--- src/assert_macros.svh ---
// Assertion macros for the block's top-level RTL file.
`ifndef ASSERT_MACROS_SVH
`define ASSERT_MACROS_SVH

// Implication checked on every clock edge outside reset.
`define ASSERT_IMPL(label, clk, rst_n, ante, cons, msg) \
  label: assert property (@(posedge clk) disable iff (!rst_n) (ante) |-> (cons)) \
    else $error(msg);

// Next-cycle implication checked on every clock edge outside reset.
`define ASSERT_NEXT(label, clk, rst_n, ante, cons, msg) \
  label: assert property (@(posedge clk) disable iff (!rst_n) (ante) |=> (cons)) \
    else $error(msg);

`endif

--- src/wsd_pkg.sv ---
// Package: shared types, constants and tables for the waypoint steering block.
package wsd_pkg;

  localparam int CordicIterDefault = 16;
  localparam int unsigned DegBamK = 32'd1281023894;
  localparam logic [31:0] GainQ30 = 32'd652032874;
  localparam int DxScale = 72955;
  localparam int DyScale = 72443;
  localparam logic [23:0] DistMax = 24'hFFFFFF;

  localparam logic [2:0] DirIdle  = 3'd0;
  localparam logic [2:0] DirRight = 3'd1;
  localparam logic [2:0] DirLeft  = 3'd2;
  localparam logic [2:0] DirFront = 3'd3;
  localparam logic [2:0] DirStop  = 3'd4;

  localparam logic [0:0] CfgDeadband = 1'b0;
  localparam logic [0:0] CfgArrive   = 1'b1;

  // Datapath operation codes
  typedef enum logic [3:0] {
    OP_LOAD,     // latch request fields, compute deltas
    OP_BAM_SEL,  // select angle source and take magnitude
    OP_BAM_MUL,  // magnitude times conversion constant
    OP_ROT_INIT, // fold angle, init rotation CORDIC
    OP_ROT_STEP, // one rotation iteration
    OP_ROT_DONE, // store sin/cos
    OP_PROD,     // one scaled product step
    OP_VEC_INIT, // init vectoring CORDIC
    OP_VEC_STEP, // one vectoring iteration
    OP_BEARING,  // convert angle to centidegrees
    OP_SQRT_INIT,
    OP_SQRT_STEP,
    OP_DECIDE
  } op_t;

  typedef struct packed {
    op_t        op;
    logic [1:0] sel;   // angle source / sin-cos store index
    logic [3:0] psel;  // product step select
  } dp_cmd_t;

  typedef struct packed {
    logic last_iter;   // CORDIC counter reached the end
    logic sqrt_done;   // root finished
  } dp_sts_t;

  function automatic logic signed [31:0] atan_bam(input logic [4:0] i);
    logic signed [31:0] r;
    unique case (i)
      5'd0:  r = 32'h20000000; 5'd1:  r = 32'h12E4051E;
      5'd2:  r = 32'h09FB385B; 5'd3:  r = 32'h051111D4;
      5'd4:  r = 32'h028B0D43; 5'd5:  r = 32'h0145D7E1;
      5'd6:  r = 32'h00A2F61E; 5'd7:  r = 32'h00517C55;
      5'd8:  r = 32'h0028BE53; 5'd9:  r = 32'h00145F2F;
      5'd10: r = 32'h000A2F98; 5'd11: r = 32'h000517CC;
      5'd12: r = 32'h00028BE6; 5'd13: r = 32'h000145F3;
      5'd14: r = 32'h0000A2FA; 5'd15: r = 32'h0000517D;
      5'd16: r = 32'h000028BE; 5'd17: r = 32'h0000145F;
      5'd18: r = 32'h00000A30; 5'd19: r = 32'h00000518;
      5'd20: r = 32'h0000028C; 5'd21: r = 32'h00000146;
      5'd22: r = 32'h000000A3; 5'd23: r = 32'h00000051;
      5'd24: r = 32'h00000029; 5'd25: r = 32'h00000014;
      5'd26: r = 32'h0000000A; 5'd27: r = 32'h00000005;
      5'd28: r = 32'h00000003; 5'd29: r = 32'h00000001;
      5'd30: r = 32'h00000001; default: r = 32'h00000000;
    endcase
    return r;
  endfunction

endpackage

--- src/wsd_ctrl.sv ---
// Controller: sequences the datapath for one navigation tick.
module wsd_ctrl import wsd_pkg::*; (
  input  logic    clk,
  input  logic    rst_n,
  input  logic    start,
  input  dp_sts_t sts,
  output dp_cmd_t cmd,
  output logic    done
);

  typedef enum logic [3:0] {
    S_IDLE, S_LOAD, S_SEL, S_MUL, S_RINIT, S_RSTEP, S_RDONE, S_PROD,
    S_VINIT, S_VSTEP, S_BEAR, S_QINIT, S_QSTEP, S_DEC
  } state_t;

  state_t     state_r;
  logic [1:0] src_r;
  logic [3:0] pi_r;
  logic       done_r;

  always_ff @(posedge clk) begin
    if (!rst_n) begin
      state_r <= S_IDLE; src_r <= '0; pi_r <= '0; done_r <= 1'b0;
    end else begin
      done_r <= 1'b0;
      unique case (state_r)
        S_IDLE:  if (start) state_r <= S_LOAD;
        S_LOAD:  begin src_r <= '0; state_r <= S_SEL; end
        S_SEL:   state_r <= S_MUL;
        S_MUL:   state_r <= S_RINIT;
        S_RINIT: state_r <= S_RSTEP;
        S_RSTEP: if (sts.last_iter) state_r <= S_RDONE;
        S_RDONE: begin
          if (src_r == 2'd2) begin pi_r <= '0; state_r <= S_PROD; end
          else begin src_r <= src_r + 2'd1; state_r <= S_SEL; end
        end
        S_PROD: begin
          pi_r <= pi_r + 4'd1;
          if (pi_r == 4'd6) state_r <= S_VINIT;
        end
        S_VINIT: state_r <= S_VSTEP;
        S_VSTEP: if (sts.last_iter) state_r <= S_BEAR;
        S_BEAR:  state_r <= S_QINIT;
        S_QINIT: state_r <= S_QSTEP;
        S_QSTEP: if (sts.sqrt_done) state_r <= S_DEC;
        default: begin state_r <= S_IDLE; done_r <= 1'b1; end
      endcase
    end
  end

  always_comb begin
    cmd.sel = src_r; cmd.psel = pi_r;
    unique case (state_r)
      S_LOAD:  cmd.op = OP_LOAD;
      S_SEL:   cmd.op = OP_BAM_SEL;
      S_MUL:   cmd.op = OP_BAM_MUL;
      S_RINIT: cmd.op = OP_ROT_INIT;
      S_RSTEP: cmd.op = OP_ROT_STEP;
      S_RDONE: cmd.op = OP_ROT_DONE;
      S_PROD:  cmd.op = OP_PROD;
      S_VINIT: cmd.op = OP_VEC_INIT;
      S_VSTEP: cmd.op = OP_VEC_STEP;
      S_BEAR:  cmd.op = OP_BEARING;
      S_QINIT: cmd.op = OP_SQRT_INIT;
      S_QSTEP: cmd.op = OP_SQRT_STEP;
      S_DEC:   cmd.op = OP_DECIDE;
      default: cmd.op = OP_VEC_INIT;
    endcase
    if (state_r == S_IDLE) cmd.op = OP_DECIDE;
  end

  assign done = done_r;

endmodule
--- config.mk ---
export PLATFORM = sky130hd
export DESIGN_NAME = wsd_ctrl
export DESIGN_NICKNAME = d
export VERILOG_FILES = /design/src/assert_macros.svh /design/src/wsd_pkg.sv /design/src/wsd_ctrl.sv
export SDC_FILE = /design/constraint.sdc
export NUM_CORES = 1
export LEC_CHECK = 0
export BUFFER_PORTS_ARGS = -buffer_cell sky130_fd_sc_hd__buf_4
export CAP_MARGIN = 30
export CELL_PAD_IN_SITES_DETAIL_PLACEMENT = 2
export CELL_PAD_IN_SITES_GLOBAL_PLACEMENT = 2
export CORE_AREA = 10 10 66 68
export CTS_CLUSTER_SIZE = 16
export DETAILED_ROUTE_END_ITERATION = 16
export DIE_AREA = 0 0 76 78
export GPL_TIMING_DRIVEN = 0
export PLACE_DENSITY = 0.72
export SKIP_LAST_GASP = 1
export SLEW_MARGIN = 20
export SYNTH_ARGS = -nofsm -noshare
export SYNTH_HDL_FRONTEND = slang
export SYNTH_SLANG_ARGS = --single-unit
--- constraint.sdc ---
create_clock -name clk -period 2.2 [get_ports clk]
set_input_delay 0.22 -clock clk [delete_from_list [all_inputs] [get_ports clk]]
set_output_delay 0.22 -clock clk [all_outputs]
set_load 0.01 [all_outputs]
; ---- After elaboration in Yosys (flattened, before gate mapping)
; Memory sizes are Yosys's and may differ from the RTL's. A register that Yosys moved wholly into a read port is not among the register bits.
; Index checks and enable logic that the tools add are counted.
; Widths: inputs -> output; s select.
[classes]
mux = 15
mul = 0
order_cmp = 0
div_mod_pow = 0
n_eq_ne = 21
shifts = 0
reduce_logical = 7
n_bitwise = 0
add_sub_neg = 2
[ops]
columns = operator, count
row1 = $pmux 4 s13, 1
row2 = $mux 4, 9
row3 = $eq 4x3->1 const B, 5
row4 = $eq 4x4->1 const B, 5
row5 = $ne 2x2->1 const B, 7
row6 = $reduce_or 13->1, 1
row7 = $eq 4x2->1 const B, 2
row8 = $pmux 4 s2, 1
row9 = $reduce_and 5->1, 1
row10 = $add 4x1->4 const B, 1
row11 = $eq 4x1->1 const B, 1
row12 = $logic_not 4->1, 1
row13 = $pmux 2 s2, 1
row14 = $reduce_and 2->1, 2
row15 = $reduce_bool 2->1, 2
row16 = $mux 3, 1
row17 = $add 2x1->2 const B, 1
row18 = $eq 2x2->1 const B, 1
row19 = $mux 2, 1
row20 = $mux 1, 1
[totals]
mem_bits_rw = 0
out_inout_bits = 11
memories = 1
ff_bits = 11
latchBits = 0
in_bits = 5
mem_bits_ro = 64
[memory_table]
columns = memory, depth, word_bits, rd, rd_ports_with_merged_regs, write_ports, line
row1 = (no name shown), 16, 4, 1, 1, 0, wsd_ctrl.sv:53  ; unique case (state_r)

; ---- Logic depth before layout (Yosys ltp)
; Gate-level depths: netlist (run 1).
[logic_depth]
ltp_word = 5
depth_mapped = 10
depth_no_buf = 10

; ---- Worst setup path after synthesis (run 1)
; OpenSTA, ideal clock, no wires.
[synth_path]
kind = flip-flop to flip-flop
start = register pi_r[0]
end = register with a tool-made name
setup_slack_ns = 0.168
n_path_buf = 0
t_arrival_ns = 1.907
required_time_ns = 2.075
period_less_slack_ns = 2.032
stages_incl_launch_ff = 11
cell_sequence = dfxtp_1 > inv_1 > ha_1 > and3b_2 > o32a_1 > nand3_1 > a21oi_2 > inv_1 > ha_1 > inv_1 > o41a_1
[synth_rtl]
columns = item, line
row1 = "start, declared", wsd_ctrl.sv:18  ; logic [3:0] pi_r;
row2 = "start signal, assigned", wsd_ctrl.sv:38  ; pi_r <= pi_r + 4'd1;

==> flow_summary.yaml, run 1 <==
floorplanning:
  num_rows: 21
  die_y_um: 78
  start_util: 0.294
  coreArea_um2: 3180
  ios: 16
  die_w_um: 76
  dieArea_um2: 5930
setup_path:
  crit_required_ps: 2390
  slowest_delay_ps: 400
  worstPathMaxFanout: 4
  start_kind: "register"
  cp_slowest_cell: "o41a_1"
  timing.critical_path.mode_cell: "inv_1"
  worstSetupEndpointType: "register"
  critPathKind: "reg2reg"
  cp.arrival_ps: 2280
  cp_cell_sequence: "and4bb_4 -> o31a_1 -> o21ai_1 -> a21oi_2 -> inv_1 -> ha_1 -> inv_1 -> o41a_1"
layout:
  layout_common_cells: "buf_4 (18), nor2_1 (11), dfxtp_1 (10)"
  instances_no_fill: 171
  fin_nets: 137
  antennaDiodeCount: 0
  final_common_cell: "buf_4"
  design_area_um2: 1190
  syn_to_final_growth_pct: 27.2
  postLayoutCoreUtil: 0.373
  final_layout_size_suffix_gt1_frac: 0.360
grt:
  gr-usage-met3: 0.0276
  antenna_found_initial: 0
  grt_pass1_wl_mm: 4.66
  track_usage: 0.0938
  grt_max_degree: 11
  busiest_layer: "met2"
  grt_pass1_vias: 951
  gr-usage-met2: 0.162
  grt_overflow: 0
  use_met1: 0.105
timing:
  clock-skew-final_ps: 1.99
  fmax_mhz: 480
  timing.final.crit_share: 0.947
  hold_violations: 0
  final_max_slew_viol_count: 0
  tightest_slew_ps: 459
  relSlewSlack: 0.692
  period_minus_slack_ps: 2080
  setup_viol: 0
  finalSetupTns_ps: 0
synth:
  synth_compound_area_frac: 0.177
  synth_xor_area_frac: 0.0188
  synth_top_family_by_area: "simple AND/OR/NAND/NOR gates"
  synth_ff_type: "dfxtp_1"
  synth.avg_cell_area_um2: 8.97
  synthCells: 104
  ys_ff_latch: 15
  syn_area_um2: 933
  yosysUniqueCellTypes: 41
  seq_area_frac_synth: 0.322
  synth_edf_count: 0
  muxShareOfSynthArea: 0.0590
  synthAdderAreaFrac: 0.0804
  ys_async_sr_fraction: 0
  ys_warn_count: 0
  synth-simple-area-share: 0.265
  syn_nets: 115
drt:
  vias: 849
  viasPerCell: 4.96
  firstDrtPassIters: 6
  wl_mm: 2.84
  ant_nets: 0
  drtIter0Drc: 33
  wl_per_cell_um: 16.6
  drcViolationCount: 0
clock_network:
  cts_made_buffers: 3
  clock-sinks: 15
  cts_hold_buf: 0
  cts_buffer_depth: 2
  cts-root-buf: "clkbuf_4"
  insertion_delay_ps: 300
  htree_levels: 1
  clk_pin_slew_ps: 100
  tritoncts: "built"
placement:
  dp.cells: 165
  io_buffer_count: 15
  hpwl_mm: 2.16
  place.gp.congestion: 0.727
  postPlaceCellArea_um2: 1100
job:
  cap_violations: 0
power_and_ir_drop:
  vdd_drop_max_mv: 0.269
  power.density_nw_per_um2: 584
  p_leak_nw: 0.473
hold_path:
  hold_class: "in2reg"
run_status:
  status: "completed"
==> cells by family (layout without fill, tap and decap cells) <==
logic type | count (synthesis) | after routing
flip-flops | 15 | 15
multiplexers | 5 | 5
XOR/XNOR | 2 | 2
AO/OA/AOI/OAI | 21 | 21
adder cells (fa/ha/maj) | 6 | 6
AND/OR/NAND/NOR | 43 | 43
buffers and inverters | 12 | 33
==> cell usage after synthesis, types with 2 or more instances <==
cell type / number / area share
nor2b_1: 2 / 0.013
nand2_1: 7 / 0.028
a21oi_2: 2 / 0.019
nand3_1: 4 / 0.021
nor4bb_1: 2 / 0.021
a21oi_1: 4 / 0.021
dfxtp_1: 15 / 0.32
nand4_1: 2 / 0.013
or2_2: 2 / 0.013
and3_1: 2 / 0.013
a31oi_1: 3 / 0.020
inv_1: 8 / 0.032
ha_1: 6 / 0.080
nor3b_1: 2 / 0.016
o21ai_0: 2 / 0.011
buf_6: 2 / 0.024
nor2_1: 11 / 0.044
mux2i_1: 4 / 0.043
xor2_1: 2 / 0.019
==> area by class of cell <==
class	instances	area, um^2
fill	358	1990
multi-input combinational	77	603
sequential	15	307
timing repair buffer	17	128
tap	46	57.6
buffer	4	35.0
inverter	8	30.0
clock buffer	3	22.5
clock inverter	1	5.00
==> report_power, final <==
group          internal (mW)  leakage (nW)  switching, mW
sequential             0.292         0.125         0.0143
clock                 0.0678        0.0177          0.105
combinational         0.0970         0.331          0.118
==> what timing repair did <==
item,4_1_cts,5_1_grt
pin swaps,0,1
endpoints found under the setup margin,2,2
gates resized for setup,3,10
buffers inserted,1,1
==> worst max-delay path: cells and delay by family (launching register included) <==
family | cells | cell delay [ps]
buffers and inverters | 2 | 140
adder cells (fa/ha/maj) | 1 | 140
flip-flops | 1 | 390
AND/OR/NAND/NOR | 1 | 220
AO/OA/AOI/OAI | 4 | 1080
==> layer usage <==
metal	vias to the layer above	routed length, um
met1	413	1190
met3	3	112
met4	0	19
met5	-	0
li1	413	-
met2	20	1510
==> metrics by stage <==
step / worst slack (ps) / hold slack (ps) / power, mW
3_5_place_dp: -85.7 / 530 / 0.518
2_1_floorplan: 168 / 364 / 0.441
3_3_place_gp: 4.14 / 512 / 0.509
6_report: 117 / 219 / 0.694
5_1_grt: -10.1 / 229 / 0.744
4_1_cts: 32.3 / 213 / 0.693
==> final timing paths <==
kind         startpoint       end  slack (ps)  depth (start not counted)
min               rst_n   pi_r[2]         220                          3
min reg2reg     pi_r[0]   pi_r[0]         510                          2
max reg2reg  state_r[3]  register         120                          8
max          state_r[3]  register         120                          8
(Power assumes the default switching activity.)
==> run 2: changes to the inputs <==
- PLACE_DENSITY: 0.72 -> unset
- PLACE_DENSITY_LB_ADDON: unset -> 0.1
- SETUP_SLACK_MARGIN: unset -> 0.3
==> run 2 against run 1 <==
Against the previous run: total power grew 5.4%; cell area grew 15%; largest power group unchanged; combinational power grew 22%; highest routed layer unchanged.
==> flow_summary.yaml, run 2 (synthesis results as in run 1) <==
floorplanning:
  die_y_um: 78
  num_rows: 21
  coreArea_um2: 3180
  ios: 16
  die_w_um: 76
  dieArea_um2: 5930
  start_util: 0.294
placement:
  io_buffer_count: 15
  dp.cells: 165
  post-place-ws_ps: 70.2
  hpwl_mm: 2.04
  place.gp.congestion: 0.749
timing:
  setup_viol: 0
  hold_violations: 0
  holdWs_ps: 236
  rsz0062_at_grt: "true"
  period_minus_slack_ps: 2000
  setup_ws_ps: 203
  finalSetupTns_ps: 0
  timing.final.crit_share: 0.908
  relSlewSlack: 0.722
  tightest_slew_ps: 413
  fmax_mhz: 501
  final_max_slew_viol_count: 0
  clock-skew-final_ps: 5.60
grt:
  grt_max_degree: 11
  antenna_found_initial: 0
  grt_pass1_wl_mm: 4.86
  grt_pass1_vias: 986
  grt_overflow: 0
  track_usage: 0.0992
power_and_ir_drop:
  p_leak_nw: 0.554
  fin_total_pwr_mw: 0.731
  power.density_nw_per_um2: 535
  vdd_drop_max_mv: 0.388
layout:
  multi_input_area_um2: 676
  fin_nets: 149
  syn_to_final_growth_pct: 46.4
  final-seq-area_um2: 319
  fillers: 353
  layout_common_cells: "buf_4 (29), nor2_1 (11), dfxtp_1 (10)"
  antennaDiodeCount: 0
  final_layout_size_suffix_gt1_frac: 0.482
  final_common_cell: "buf_4"
  instances_no_fill: 183
setup_path:
  cp.arrival_ps: 2180
  cp_cell_sequence: "buf_6 -> nand4b_1 -> o32a_1 -> buf_4 -> buf_4 -> o2111ai_2 -> nand2_2 -> mux2_4"
  worst-path-buf-inv: 3
  cp_slowest_cell: "dfxtp_4"
  worstSetupEndpointType: "register"
  regToRegSetupSlack_ps: 200
  worst_r2r_path_depth: 8
  start_kind: "register"
  critPathLaunch: "state_r[3]"
  slowest_delay_ps: 380
  timing.critical_path.mode_cell: "buf_4"
  cp.depth: 8
  worstPathMaxFanout: 5
  r2r-start: "state_r[3]"
  critPathKind: "reg2reg"
  crit_required_ps: 2380
  critical_path.top_delay_family: "simple AND/OR/NAND/NOR gates"
drt:
  viasPerCell: 4.91
  wl_per_cell_um: 16.4
  drcViolationCount: 0
  drtIter0Drc: 27
  wl_mm: 3.00
  vias: 899
  ant_nets: 0
  firstDrtPassIters: 2
clock_network:
  cts-root-buf: "clkbuf_4"
  cts_buffer_depth: 2
  tritoncts: "built"
  clock-sinks: 15
  cts_made_buffers: 3
  insertion_delay_ps: 290
  cts_hold_buf: 0
  htree_levels: 1
  clk_pin_slew_ps: 90
hold_path:
  hold_class: "in2reg"
job:
  cap_violations: 0
run_status:
  status: "completed"
[run 2: cell count changes in the layout (fill, tap and decap cells not counted), moves of 3 or more]
cell / delta
ha_1: -3
inv_2: +3
dfxtp_2: -5
dfxtp_4: +5
inv_1: -3
buf_4: +11
[run 2: worst min path at each step]
| stage | startpoint | to | depth (start not counted) |
|---|---|---|---|
| after floorplan | rst_n | pi_r[2] | 2 |
| final | rst_n | state_r[1] | 2 |
| after global placement | pi_r[0] | pi_r[0] | 2 |
| after global routing | rst_n | state_r[1] | 2 |
| after CTS | rst_n | state_r[1] | 2 |
| after detailed placement | pi_r[0] | pi_r[0] | 2 |
[run 2: power by group]
part	switching [mW]	total, mW	internal (mW)
clock	0.0921	0.163	0.0705
sequential	0.0167	0.305	0.288
combinational	0.133	0.263	0.130
[run 2: repair_timing]
action / CTS / global route
gates cloned: 0 / 1
setup endpoints to repair: 6 / 6
resized for setup: 18 / 7
buffers inserted: 8 / 5
pin swaps: 4 / 4
[run 2: cell type report]
class                   instances  area share
flip-flops and latches         15       0.234
repair buffers                 29       0.158
multi-input cells              77       0.495
plain buffers                   4      0.0311
inverters                       8      0.0220
well taps                      46      0.0421
clock buffers                   4      0.0192
[run 2: stage by stage]
step	instance area [um^2]	utilization
floorplan	946	-
global placement	1120	0.351
detailed placement	1120	0.351
CTS	1280	0.403
global route	1370	0.430
finish	1370	0.430
[run 2: per-layer routing]
| metal | vias up | GRT usage | share of wire |
|---|---|---|---|
| met5 | - | 0 | 0 |
| met4 | 0 | 0.00189 | 0.016 |
| met3 | 4 | 0.0346 | 0.034 |
| met2 | 12 | 0.190 | 0.53 |
| met1 | 445 | 0.108 | 0.42 |
| li1 | 438 | - | - |
